--- src/rtl/bldq_pkg.sv ---
// bldq_pkg: shared types, sizes and slot arithmetic for the bounded deque engine
// no dependencies; used by the channel interfaces and by bounded_list_deque_engine_core
package bldq_pkg;

	localparam int CAPACITY     = 32;
	localparam int RESULT_LIMIT = 32;
	localparam int VAL_W        = 32;
	localparam int REQ_W        = 3;
	localparam int LEN_W        = 6;
	localparam int STAT_W       = 2;
	localparam int SLOT_W       = (CAPACITY > 1) ? $clog2(CAPACITY) : 1;
	localparam int CNT_W        = $clog2(CAPACITY + 1);
	localparam int ADDR_W       = SLOT_W + 1;
	localparam int MEM_DEPTH    = 2 ** ADDR_W;

	typedef enum logic [REQ_W-1:0] {
		REQ_PUSH_FRONT = 3'd0,
		REQ_PUSH_BACK  = 3'd1,
		REQ_POP_FRONT  = 3'd2,
		REQ_POP_BACK   = 3'd3,
		REQ_REVERSE    = 3'd4,
		REQ_DROP_ALT   = 3'd5,
		REQ_READ_ALL   = 3'd6,
		REQ_LENGTH     = 3'd7
	} req_t;

	typedef enum logic [STAT_W-1:0] {
		STAT_OK    = 2'd0,
		STAT_EMPTY = 2'd1,
		STAT_FULL  = 2'd2
	} status_t;

	typedef enum logic [2:0] {
		ST_IDLE,
		ST_EXEC,
		ST_POP_DATA,
		ST_WALK_RD,
		ST_WALK_OUT,
		ST_DROP_RD,
		ST_DROP_WR,
		ST_FINISH
	} state_t;

	// sum of two values each below CAPACITY, folded back into the ring
	function automatic logic [SLOT_W-1:0] wrap_slot(input logic [CNT_W:0] sum);
		logic [CNT_W:0] folded;
		folded = (sum >= (CNT_W+1)'(CAPACITY)) ? sum - (CNT_W+1)'(CAPACITY) : sum;
		return folded[SLOT_W-1:0];
	endfunction

	// physical slot of a logical position, honoring the direction bit
	function automatic logic [SLOT_W-1:0] slot_of(
		input logic [SLOT_W-1:0] front,
		input logic [CNT_W-1:0]  count,
		input logic              rev,
		input logic [CNT_W:0]    idx
	);
		logic [CNT_W:0] off;
		off = rev ? ({1'b0, count} - (CNT_W+1)'(1) - idx) : idx;
		return wrap_slot((CNT_W+1)'(front) + off);
	endfunction

endpackage

--- src/rtl/bldq_if.sv ---
// request and response channel interfaces for the bounded deque engine
// depends on bldq_pkg for field widths
interface bldq_req_if;
	logic                                valid;
	logic                                ready;
	logic        [bldq_pkg::REQ_W-1:0]   req_type;
	logic signed [bldq_pkg::VAL_W-1:0]   value_in;

	modport source (output valid, output req_type, output value_in, input ready);
	modport sink   (input valid, input req_type, input value_in, output ready);
endinterface

interface bldq_rsp_if;
	logic                                valid;
	logic                                ready;
	logic signed [bldq_pkg::VAL_W-1:0]   value_out;
	logic        [bldq_pkg::LEN_W-1:0]   length;
	logic        [bldq_pkg::STAT_W-1:0]  status;
	logic                                last;

	modport source (output valid, output value_out, output length, output status, output last,
		input ready);
	modport sink   (input valid, input value_out, input length, input status, input last,
		output ready);
endinterface

--- src/rtl/bounded_list_deque_engine_core.sv ---
// bounded_list_deque_engine_core: deque of signed values in a two-bank ring memory
// depends on bldq_pkg and the bldq_req_if / bldq_rsp_if channel interfaces
// results: push, reverse, length and errors from ST_EXEC, pop from ST_POP_DATA,
// read-all from ST_WALK_OUT after each ST_WALK_RD, drop-alternate from ST_FINISH
// one transaction at a time: the next is taken once the last result is in the output
// register, so a new request waits until the last is through; arst_n leaves memory as is
module bounded_list_deque_engine_core (
	input  logic       clk,
	input  logic       arst_n,
	bldq_req_if.sink   req,
	bldq_rsp_if.source rsp
);

	bldq_pkg::state_t                   state_q, state_d;
	bldq_pkg::req_t                     req_q;
	logic [bldq_pkg::VAL_W-1:0]         value_q;

	logic [bldq_pkg::SLOT_W-1:0]        front_q, front_d;
	logic [bldq_pkg::CNT_W-1:0]         count_q, count_d;
	logic                               rev_q, rev_d;
	logic                               bank_q, bank_d;
	logic [bldq_pkg::CNT_W:0]           idx_q, idx_d;
	logic [bldq_pkg::SLOT_W-1:0]        wr_idx_q, wr_idx_d;

	logic [bldq_pkg::VAL_W-1:0]         mem [bldq_pkg::MEM_DEPTH];
	logic                               mem_we, mem_re;
	logic [bldq_pkg::ADDR_W-1:0]        mem_waddr, mem_raddr;
	logic [bldq_pkg::VAL_W-1:0]         mem_wdata;
	logic [bldq_pkg::VAL_W-1:0]         rd_data_q;

	logic                               out_valid_q;
	logic [bldq_pkg::VAL_W-1:0]         out_value_q, out_value;
	logic [bldq_pkg::LEN_W-1:0]         out_length_q;
	bldq_pkg::status_t                  out_status_q, out_status;
	logic                               out_last_q, out_last;
	logic                               out_ld, out_free;

	logic                               in_take;
	logic                               at_front, phys_front, is_empty, is_full;
	logic [bldq_pkg::SLOT_W-1:0]        front_dec, front_inc, tail_slot, back_slot, walk_slot;
	logic [bldq_pkg::CNT_W-1:0]         walk_n;
	logic                               walk_last;

	assign req.ready = (state_q == bldq_pkg::ST_IDLE);
	assign in_take   = req.valid && req.ready;
	assign out_free  = !out_valid_q || rsp.ready;

	assign at_front   = (req_q == bldq_pkg::REQ_PUSH_FRONT) || (req_q == bldq_pkg::REQ_POP_FRONT);
	assign phys_front = at_front != rev_q;
	assign is_empty   = (count_q == '0);
	assign is_full    = (count_q == bldq_pkg::CNT_W'(bldq_pkg::CAPACITY));

	assign front_dec = (front_q == '0) ? bldq_pkg::SLOT_W'(bldq_pkg::CAPACITY - 1)
		: front_q - bldq_pkg::SLOT_W'(1);
	assign front_inc = (front_q == bldq_pkg::SLOT_W'(bldq_pkg::CAPACITY - 1)) ? '0
		: front_q + bldq_pkg::SLOT_W'(1);
	assign tail_slot = bldq_pkg::wrap_slot((bldq_pkg::CNT_W+1)'(front_q)
		+ (bldq_pkg::CNT_W+1)'(count_q));
	assign back_slot = bldq_pkg::wrap_slot((bldq_pkg::CNT_W+1)'(front_q)
		+ (bldq_pkg::CNT_W+1)'(count_q) - (bldq_pkg::CNT_W+1)'(1));
	assign walk_slot = bldq_pkg::slot_of(front_q, count_q, rev_q, idx_q);

	// read-all is capped at the per-request result limit
	assign walk_n    = (count_q < bldq_pkg::CNT_W'(bldq_pkg::RESULT_LIMIT)) ? count_q
		: bldq_pkg::CNT_W'(bldq_pkg::RESULT_LIMIT);
	assign walk_last = ((idx_q + (bldq_pkg::CNT_W+1)'(1)) == {1'b0, walk_n});

	// next state
	always_comb begin
		state_d = state_q;
		case (state_q)
			bldq_pkg::ST_IDLE: begin
				if (in_take) state_d = bldq_pkg::ST_EXEC;
			end
			bldq_pkg::ST_EXEC: begin
				case (req_q)
					bldq_pkg::REQ_POP_FRONT, bldq_pkg::REQ_POP_BACK: begin
						if (!is_empty) state_d = bldq_pkg::ST_POP_DATA;
						else if (out_free) state_d = bldq_pkg::ST_IDLE;
					end
					bldq_pkg::REQ_DROP_ALT: begin
						if (!is_empty) state_d = bldq_pkg::ST_DROP_RD;
						else if (out_free) state_d = bldq_pkg::ST_IDLE;
					end
					bldq_pkg::REQ_READ_ALL: begin
						if (!is_empty) state_d = bldq_pkg::ST_WALK_RD;
						else if (out_free) state_d = bldq_pkg::ST_IDLE;
					end
					default: begin
						if (out_free) state_d = bldq_pkg::ST_IDLE;
					end
				endcase
			end
			bldq_pkg::ST_POP_DATA: begin
				if (out_free) state_d = bldq_pkg::ST_IDLE;
			end
			bldq_pkg::ST_WALK_RD: begin
				state_d = bldq_pkg::ST_WALK_OUT;
			end
			bldq_pkg::ST_WALK_OUT: begin
				if (out_free) state_d = walk_last ? bldq_pkg::ST_IDLE : bldq_pkg::ST_WALK_RD;
			end
			bldq_pkg::ST_DROP_RD: begin
				state_d = bldq_pkg::ST_DROP_WR;
			end
			bldq_pkg::ST_DROP_WR: begin
				if (idx_q >= (bldq_pkg::CNT_W+1)'(count_q)) state_d = bldq_pkg::ST_FINISH;
			end
			bldq_pkg::ST_FINISH: begin
				if (out_free) state_d = bldq_pkg::ST_IDLE;
			end
			default: state_d = bldq_pkg::ST_IDLE;
		endcase
	end

	// datapath control and next values of the bookkeeping registers
	always_comb begin
		mem_we     = 1'b0;
		mem_waddr  = {bank_q, tail_slot};
		mem_wdata  = value_q;
		mem_re     = 1'b0;
		mem_raddr  = {bank_q, walk_slot};
		out_ld     = 1'b0;
		out_value  = '0;
		out_status = bldq_pkg::STAT_OK;
		out_last   = 1'b1;
		front_d    = front_q;
		count_d    = count_q;
		rev_d      = rev_q;
		bank_d     = bank_q;
		idx_d      = idx_q;
		wr_idx_d   = wr_idx_q;
		case (state_q)
			bldq_pkg::ST_EXEC: begin
				case (req_q)
					bldq_pkg::REQ_PUSH_FRONT, bldq_pkg::REQ_PUSH_BACK: begin
						out_ld = out_free;
						if (is_full) begin
							out_status = bldq_pkg::STAT_FULL;
						end else if (out_free) begin
							mem_we = 1'b1;
							if (phys_front) begin
								mem_waddr = {bank_q, front_dec};
								front_d   = front_dec;
							end
							count_d = count_q + bldq_pkg::CNT_W'(1);
						end
					end
					bldq_pkg::REQ_POP_FRONT, bldq_pkg::REQ_POP_BACK: begin
						if (is_empty) begin
							out_ld     = out_free;
							out_status = bldq_pkg::STAT_EMPTY;
						end else begin
							mem_re    = 1'b1;
							mem_raddr = {bank_q, phys_front ? front_q : back_slot};
							if (phys_front) front_d = front_inc;
							count_d = count_q - bldq_pkg::CNT_W'(1);
						end
					end
					bldq_pkg::REQ_REVERSE: begin
						out_ld = out_free;
						if (out_free) rev_d = !rev_q;
					end
					bldq_pkg::REQ_DROP_ALT, bldq_pkg::REQ_READ_ALL: begin
						if (is_empty) begin
							out_ld     = out_free;
							out_status = bldq_pkg::STAT_EMPTY;
						end else begin
							idx_d    = '0;
							wr_idx_d = '0;
						end
					end
					default: begin
						out_ld = out_free;
					end
				endcase
			end
			bldq_pkg::ST_POP_DATA: begin
				out_ld    = out_free;
				out_value = rd_data_q;
			end
			bldq_pkg::ST_WALK_RD: begin
				mem_re = 1'b1;
			end
			bldq_pkg::ST_WALK_OUT: begin
				out_ld    = out_free;
				out_value = rd_data_q;
				out_last  = walk_last;
				if (out_free) idx_d = idx_q + (bldq_pkg::CNT_W+1)'(1);
			end
			bldq_pkg::ST_DROP_RD: begin
				mem_re = 1'b1;
				idx_d  = idx_q + (bldq_pkg::CNT_W+1)'(2);
			end
			bldq_pkg::ST_DROP_WR: begin
				// compacted copy goes to the other bank, so the drop's own reads never see it
				mem_we    = 1'b1;
				mem_waddr = {!bank_q, wr_idx_q};
				mem_wdata = rd_data_q;
				wr_idx_d  = wr_idx_q + bldq_pkg::SLOT_W'(1);
				if (idx_q < (bldq_pkg::CNT_W+1)'(count_q)) begin
					mem_re = 1'b1;
					idx_d  = idx_q + (bldq_pkg::CNT_W+1)'(2);
				end else begin
					front_d = '0;
					count_d = bldq_pkg::CNT_W'(wr_idx_q) + bldq_pkg::CNT_W'(1);
					rev_d   = 1'b0;
					bank_d  = !bank_q;
				end
			end
			bldq_pkg::ST_FINISH: begin
				out_ld = out_free;
			end
			default: begin
				out_ld = 1'b0;
			end
		endcase
	end

	always_ff @(posedge clk or negedge arst_n) begin
		if (!arst_n) begin
			state_q     <= bldq_pkg::ST_IDLE;
			front_q     <= '0;
			count_q     <= '0;
			rev_q       <= 1'b0;
			bank_q      <= 1'b0;
			idx_q       <= '0;
			wr_idx_q    <= '0;
			out_valid_q <= 1'b0;
		end else begin
			state_q  <= state_d;
			front_q  <= front_d;
			count_q  <= count_d;
			rev_q    <= rev_d;
			bank_q   <= bank_d;
			idx_q    <= idx_d;
			wr_idx_q <= wr_idx_d;
			if (out_ld) out_valid_q <= 1'b1;
			else if (rsp.ready) out_valid_q <= 1'b0;
		end
	end

	// payload registers
	always_ff @(posedge clk) begin
		if (in_take) begin
			req_q   <= bldq_pkg::req_t'(req.req_type);
			value_q <= req.value_in;
		end
		if (out_ld) begin
			out_value_q  <= out_value;
			out_length_q <= bldq_pkg::LEN_W'(count_d);
			out_status_q <= out_status;
			out_last_q   <= out_last;
		end
	end

	// element memory, one write and one registered read per cycle
	always_ff @(posedge clk) begin
		if (mem_we) mem[mem_waddr] <= mem_wdata;
		if (mem_re) rd_data_q <= mem[mem_raddr];
	end

	assign rsp.valid     = out_valid_q;
	assign rsp.value_out = out_value_q;
	assign rsp.length    = out_length_q;
	assign rsp.status    = out_status_q;
	assign rsp.last      = out_last_q;

`ifndef SYNTHESIS
	a_count_bound: assert property (@(posedge clk) disable iff (!arst_n)
		count_q <= bldq_pkg::CNT_W'(bldq_pkg::CAPACITY))
		else $error("element count above capacity");

	a_no_same_addr: assert property (@(posedge clk) disable iff (!arst_n)
		!(mem_we && mem_re && (mem_waddr == mem_raddr)))
		else $error("memory read and write collide on one entry");

	a_take_exec: assert property (@(posedge clk) disable iff (!arst_n)
		in_take |=> (state_q == bldq_pkg::ST_EXEC))
		else $error("accepted transaction not executed");

	a_drop_layout: assert property (@(posedge clk) disable iff (!arst_n)
		(state_q == bldq_pkg::ST_DROP_WR && state_d == bldq_pkg::ST_FINISH)
		|=> (front_q == '0 && !rev_q && count_q != '0))
		else $error("drop did not leave a natural-order layout from slot zero");
`endif

endmodule
--- src/flat_wrapper.sv ---
// flat-port wrapper written by rule: the top's interface ports become plain ports
module bounded_list_deque_engine_core_flat 
  (clk, arst_n, req_valid, req_req_type, req_value_in, req_ready, rsp_valid, rsp_value_out, rsp_length, rsp_status, rsp_last, rsp_ready);
  bldq_req_if req_i ();
  bldq_rsp_if rsp_i ();
  input  logic clk;
  input  logic arst_n;
  input wire logic [$bits(req_i.valid)-1:0] req_valid;
  input wire logic [$bits(req_i.req_type)-1:0] req_req_type;
  input wire logic [$bits(req_i.value_in)-1:0] req_value_in;
  output wire logic [$bits(req_i.ready)-1:0] req_ready;
  output wire logic [$bits(rsp_i.valid)-1:0] rsp_valid;
  output wire logic [$bits(rsp_i.value_out)-1:0] rsp_value_out;
  output wire logic [$bits(rsp_i.length)-1:0] rsp_length;
  output wire logic [$bits(rsp_i.status)-1:0] rsp_status;
  output wire logic [$bits(rsp_i.last)-1:0] rsp_last;
  input wire logic [$bits(rsp_i.ready)-1:0] rsp_ready;
  assign req_i.valid = req_valid;
  assign req_i.req_type = req_req_type;
  assign req_i.value_in = req_value_in;
  assign req_ready = req_i.ready;
  assign rsp_valid = rsp_i.valid;
  assign rsp_value_out = rsp_i.value_out;
  assign rsp_length = rsp_i.length;
  assign rsp_status = rsp_i.status;
  assign rsp_last = rsp_i.last;
  assign rsp_i.ready = rsp_ready;
  bounded_list_deque_engine_core u_core (.clk(clk), .arst_n(arst_n), .req(req_i), .rsp(rsp_i));
endmodule
--- config.mk ---
export PLATFORM = sky130hd
export DESIGN_NAME = bounded_list_deque_engine_core_flat
export DESIGN_NICKNAME = d
export VERILOG_FILES = /design/src/rtl/bldq_pkg.sv /design/src/rtl/bldq_if.sv /design/src/rtl/bounded_list_deque_engine_core.sv /design/src/flat_wrapper.sv
export SDC_FILE = /design/constraint.sdc
export NUM_CORES = 2
export LEC_CHECK = 0
export BUFFER_PORTS_ARGS = -buffer_cell sky130_fd_sc_hd__buf_2
export CAP_MARGIN = 20
export CELL_PAD_IN_SITES_DETAIL_PLACEMENT = 1
export CELL_PAD_IN_SITES_GLOBAL_PLACEMENT = 1
export CORE_ASPECT_RATIO = 1.4
export CORE_MARGIN = 3
export CORE_UTILIZATION = 35
export DETAILED_ROUTE_END_ITERATION = 10
export GPL_ROUTABILITY_DRIVEN = 0
export PLACE_DENSITY = 0.64
export SKIP_LAST_GASP = 1
export SYNTH_ARGS = -nofsm -noshare
export SYNTH_HDL_FRONTEND = slang
export SYNTH_SLANG_ARGS = --single-unit
--- constraint.sdc ---
create_clock -name clk -period 6.3 [get_ports clk]
set_clock_uncertainty 0.1 [all_clocks]
set_input_delay 0.945 -clock clk [delete_from_list [all_inputs] [get_ports clk]]
set_output_delay 0.945 -clock clk [all_outputs]
set_load 0.02 [all_outputs]
## Word level (Yosys, flattened, before mapping)

Memory sizes are Yosys's and may differ from the RTL's. A register that Yosys moved wholly into a read port is not among the register bits.
Index checks and enable logic that the tools add are counted.

- Register bits after elaboration: 105
- RAM bits: 2048
- Logic and storage cells: 168
- Memories: 1

- Add/sub/neg operators: 16
- Order comparisons: 6
- Equality and inequality tests: 32
- Multiplexer cells: 71
- Bitwise gates (word level): 1
- Reduce and logical (&&, ||, !) cells: 27

Memory list:

| name | words | width | read ports | clocked after Yosys merged registers in | wr ports | line | RTL |
|---|---|---|---|---|---|---|---|
| u_core.mem | 64 | 32 | 1 | 1 | 1 | bounded_list_deque_engine_core.sv:25 | `logic [bldq_pkg::VAL_W-1:0] mem [bldq_pkg::MEM_DEPTH];` |

Operators with widths:

| cell | number |
|---|---|
| two-way mux 5 bit | 21 |
| case mux 6 bit (2 select lines) | 3 |
| two-way mux 7 bit | 5 |
| two-way mux 32 bit | 1 |
| two-way mux 6 bit | 5 |
| case mux 5 bit (2 select lines) | 3 |
| case mux 7 bit (4 select lines) | 1 |
| equality test 3 bit (second input constant) | 7 |
| >= comparator 7 x 6 -> 1 bit (second input constant) | 3 |
| two-way mux 3 bit | 7 |
| case mux 3 bit (7 select lines) | 1 |
| subtractor 5 x 1 -> 5 bit (second input constant) | 4 |
| two-way mux 1 bit | 16 |
| equality test 3 x 2 -> 1 bit (second input constant) | 4 |
| OR reduction 2 bit | 6 |
| adder 5 x 1 -> 5 bit (second input constant) | 2 |
| != test 2 x 1 -> 1 bit (second input constant) | 5 |
| != test 3 x 2 -> 1 bit (second input constant) | 3 |
| != test 3 bit (second input constant) | 3 |
| case mux 3 bit (3 select lines) | 1 |
| != test 2 bit (second input constant) | 4 |
| AND reduction 8 bit | 1 |
| adder 5 x 6 -> 7 bit | 1 |
| adder 5 x 7 -> 7 bit | 1 |
| 35 further kinds | 45 |

## Logic depth before layout (Yosys ltp)

- Depth in word-level cells: 9
- Depth in mapped cells: 17
- Mapped depth without buffers: 16

## Worst setup path after synthesis

No wires, ideal clock.

- Path type: register to register
- Start: register u_core.req_q[2]
- End: memory u_core.mem[38][0] (netlist name) (enable)
- Arrival time: 4176 ps
- Path slack: 1603 ps
- Stages on the path, launching flop included: 10
- Cell sequence: edfxtp_1 > clkbuf_1 > or4b_1 > a2111oi_0 > and2_1 > nor3_1 > a221oi_1 > nor2b_1 > nand2_1 > nor2_1

- Cells in the longest elaborated chain, start to end: 8
- Elaborated cells between the ends (all ways): 15
- Those cells by class: 3 x eq/ne; 9 x mux; 3 x reduce/logical

Ends and longest elaborated chain:

| element | line | RTL |
|---|---|---|
| from (decl) | bounded_list_deque_engine_core.sv:15 | `bldq_pkg::req_t req_q;` |
| from (signal assigned) | bounded_list_deque_engine_core.sv:246 | `req_q <= bldq_pkg::req_t'(req.req_type);` |
| equality test 3 x 2 -> 1 bit / logical NOT 3 bit (equally long branches) | bounded_list_deque_engine_core.sv:48, bounded_list_deque_engine_core.sv:135 |  |
| logical OR 1 bit | bounded_list_deque_engine_core.sv:48 | `assign at_front = (req_q == bldq_pkg::REQ_PUSH_FRONT) \|\| (req_q == bldq_pkg::REQ_POP_FRONT);` |
| != test 1 bit | bounded_list_deque_engine_core.sv:49 | `assign phys_front = at_front != rev_q;` |
| two-way mux 5 bit | bounded_list_deque_engine_core.sv:142 | `if (phys_front) begin` |
| two-way mux 5 bit | bounded_list_deque_engine_core.sv:140 | `end else if (out_free) begin` |
| two-way mux 5 bit | bounded_list_deque_engine_core.sv:138 | `if (is_full) begin` |
| two-way mux 5 bit | bounded_list_deque_engine_core.sv:135 | `case (req_q)` |
| case mux 6 bit (2 select lines) | bounded_list_deque_engine_core.sv:133 | `case (state_q)` |
| to (decl) | bounded_list_deque_engine_core.sv:25 |  |

Parallel ways exist; a longest one is shown, timed or not.

## Worst setup path after layout

- Start: register u_core.count_q[1] (netlist name)
- End: memory u_core.mem[55][10] (netlist name) (enable)

- Cells in the longest elaborated chain, start to end: 8
- Elaborated cells between the ends (all ways): 15
- Those cells by class: 2 x add/sub; 1 x order compare; 1 x eq/ne; 11 x mux

Ends and longest elaborated chain:

| element | line | RTL |
|---|---|---|
| from (decl) | bounded_list_deque_engine_core.sv:19 | `logic [bldq_pkg::CNT_W-1:0] count_q, count_d;` |
| from (signal assigned) | bounded_list_deque_engine_core.sv:233 | `count_q <= count_d;` |
| adder 5 x 6 -> 7 bit | bounded_list_deque_engine_core.sv:58 | `+ (bldq_pkg::CNT_W+1)'(count_q));` |
| >= comparator 7 x 6 -> 1 bit / subtractor 5 x 1 -> 5 bit (equally long branches) | bldq_pkg.sv:47 | `folded = (sum >= (CNT_W+1)'(CAPACITY)) ? sum - (CNT_W+1)'(CAPACITY) : sum;` |
| two-way mux 5 bit | bldq_pkg.sv:47 |  |
| two-way mux 5 bit | bounded_list_deque_engine_core.sv:142 |  |
| two-way mux 5 bit | bounded_list_deque_engine_core.sv:140 |  |
| two-way mux 5 bit | bounded_list_deque_engine_core.sv:138 |  |
| two-way mux 5 bit | bounded_list_deque_engine_core.sv:135 |  |
| case mux 6 bit (2 select lines) | bounded_list_deque_engine_core.sv:133 |  |

Parallel ways exist; a longest one is shown, timed or not.

==> run summary <==
status: completed
async set-or-reset flop fraction in the synthesized netlist: 1.33%
CTS tree: yes
total CTS buffers: 215
H-tree levels: 4
Setup CP Type: flop to flop
fin crit period: 5760 ps
die width: 429 um
Synth area leaders: edfxtp_1 74%, mux4_2 8.1%, a32oi_1 2.3%
CP Max Fanout: 23
synthesized cell area: 87600 um^2
Crit. End Element: flop
Slew Viols, Final: 0
drt wl/cell: 32.6 um
Post-Route Setup TNS: 0 ps
Cell variety after synth: 75
hold buffers post-CTS: 0
Max-Cap Viols: 0
Primary FF master, synth: edfxtp_1
CTS resizes: 0
cell taking the most area after synthesis: edfxtp_1
Initial Util: 35.3%
Final Hold Vio Count: 0
count leader, synth: edfxtp_1
die area: 256000 um^2
# DRC: 0
initial antenna violation count: 19
proportion of layout cells with a drive suffix above 1: 21.9%
number of flops mapped to enable cells by yosys: 2156
vias in the first global route: 51.8k
synthesized instance count: 4916
drt initial violations: 6273
post-synthesis net count: 4985
syn_area_per_cell: 17.8 um^2
Seq/Total Area, Yosys: 74.7%
area growth from synthesis to layout: 14.2%
TritonRoute pass-1 iters: 5
Final Setup Violations: 0
worst-margin pin slew: 1260 ps
Die Y: 598 um
Ports: 82
GRT Residual Overflow: 0
IO Port Bufs: 81
# rows: 216
post-route cell area: 100000 um^2
period utilisation layout: 91.4%
Via density: 5.93
post-DP HPWL: 164000 um
Synth Register Bits: 2185
Synth Warn #: 0
Worst Hold Class: primary input to async pin
CP required: 6780 ps
Clk pin slew, worst setup/hold paths: 70 ps
largest net degree at the start of global routing: 157
Clock Latency Late Sink: 900 ps
GRT Total Usage: 21.2%
Post-DRT Antenna Nets: 0
CTS Sinks: 2185
top post-synthesis cells by count: 2156 x edfxtp_1, 316 x mux4_2, 281 x nand2_1
Vias: 50.5k
f_max: 174 MHz
CP Data Arrival Time: 6240 ps
core region area: 248000 um^2
final WL: 278000 um
RSZ-0062 raised after global routing: false
dpl cell area: 93300 um^2
top-area cell type share of the netlist area: 73.9%
NumNets Final: 5139
postcts setup bufs: 0
first-pass GRT wire length: 394000 um
Root Buffer: clkbuf_16
Rel. slew slack: 15.4%
Max Buffers Root-to-Sink: 4
CP Launch Type: flop
## logic make-up (layout without fill, tap and decap cells)
logic type | count (synthesis) | in the layout | synth area share, %
AO/OA/AOI/OAI | 982 | 982 | 7.82
XOR/XNOR | 32 | 32 | 0.336
adder cells (fa/ha/maj) | 30 | 30 | 0.454
buffers and inverters | 394 | 718 | 1.94
flip-flops | 2185 | 2185 | 74.7
multiplexers | 485 | 485 | 10.2
other | 0 | 8 | 0
AND/OR/NAND/NOR | 808 | 808 | 4.48
## flip-flops by register name, summed over array words and instances (netlist names), 2 cells and up
signal / count
u_core.front_q: 5
u_core.mem: 2048
u_core.req_q: 3
u_core.wr_idx_q: 5
u_core.idx_q: 7
u_core.rsp.status: 2
u_core.value_q: 32
u_core.state_q: 3
u_core.rsp.length: 6
u_core.rsp.value_out: 32
u_core.rd_data_q: 32
u_core.count_q: 6
## placed cells by master, fill, tap and decap left out, types with 29 or more instances in the layout
cell type and count:
a211oi_1 138, a21oi_1 103, a22o_1 36, a32o_1 29, a32oi_1 235, and2_1 38
and3_1 89, buf_12 34, buf_2 81, buf_4 190, clkbuf_1 47, clkbuf_16 216
clkinv_1 49, clkinv_2 39, dfrtp_1 29, edfxtp_1 2156, mux2_2 112, mux2i_1 47
mux4_2 316, nand2_1 244, nand3_1 149, nor2_1 36, nor2_4 70, nor4_1 69
o21ai_0 266, o22ai_1 66
## metal layers
metal	global-route usage [%]	share of wire [%]	routed length (um)	up-vias
met2	36.0	50	138000	2157
met4	9.96	5.2	14300	10
met3	3.09	6.7	18700	511
met5	0	0.026	71	-
met1	26.9	38	106000	27200
li1	-	-	-	20600
## layout make-up
| class | instances | area (um^2) |
|---|---|---|
| fillers | 24100 | 148000 |
| flip-flops and latches | 2185 | 65500 |
| multi-input cells | 2337 | 21200 |
| clock buffers | 264 | 5600 |
| well taps | 3270 | 4090 |
| repair buffers | 305 | 2510 |
| clock inverters | 123 | 1050 |
| inverters | 26 | 97.6 |
| diodes | 8 | 20.0 |
## per-stage QoR
stage / setup slack, ps / util (%) / std cells / hold WS [ps]
finish: 543 / 40.3 / 8518 / 33.6
global route: 193 / 40.3 / 8511 / 64.2
CTS: 585 / 40.3 / 8508 / 19.2
detailed placement: 659 / 37.6 / 8121 / 485
global placement: 475 / 37.6 / 8119 / 494
floorplan: 1600 / - / 4916 / 413
## worst max-delay path, cell delays in order, from the launching register on
cell and delay, ps:
dfrtp_1 540, inv_1 210, ha_1 280, nor4b_1 220, a2111oi_0 660, buf_4 240, and2_1 200, nor4_1 80
a311oi_1 920, nand2_1 760, nor2_4 910, buf_4 290
## worst paths after layout
kind / from / to / slack, ps / cells after the start
max: u_core.count_q[1]$_DFF_PN0_ / u_core.mem[55][10]$_DFFE_PP_ / 540 / 11
min: arst_n / u_core.idx_q[0]$_DFFE_PN0P_ / 30 / 1
max reg2reg: u_core.count_q[1]$_DFF_PN0_ / u_core.mem[55][10]$_DFFE_PP_ / 540 / 11
min reg2reg: u_core.wr_idx_q[1]$_DFFE_PN0P_ / u_core.wr_idx_q[1]$_DFFE_PN0P_ / 500 / 1
max in group asynchronous: arst_n / u_core.idx_q[3]$_DFFE_PN0P_ / 5520 / 1
min in group clk: req_value_in[4] / u_core.value_q[4]$_DFFE_PP_ / 120 / 1
Power is not shown: default switching activity piles up to over one toggle a cycle in this logic, so the estimate is an artifact.
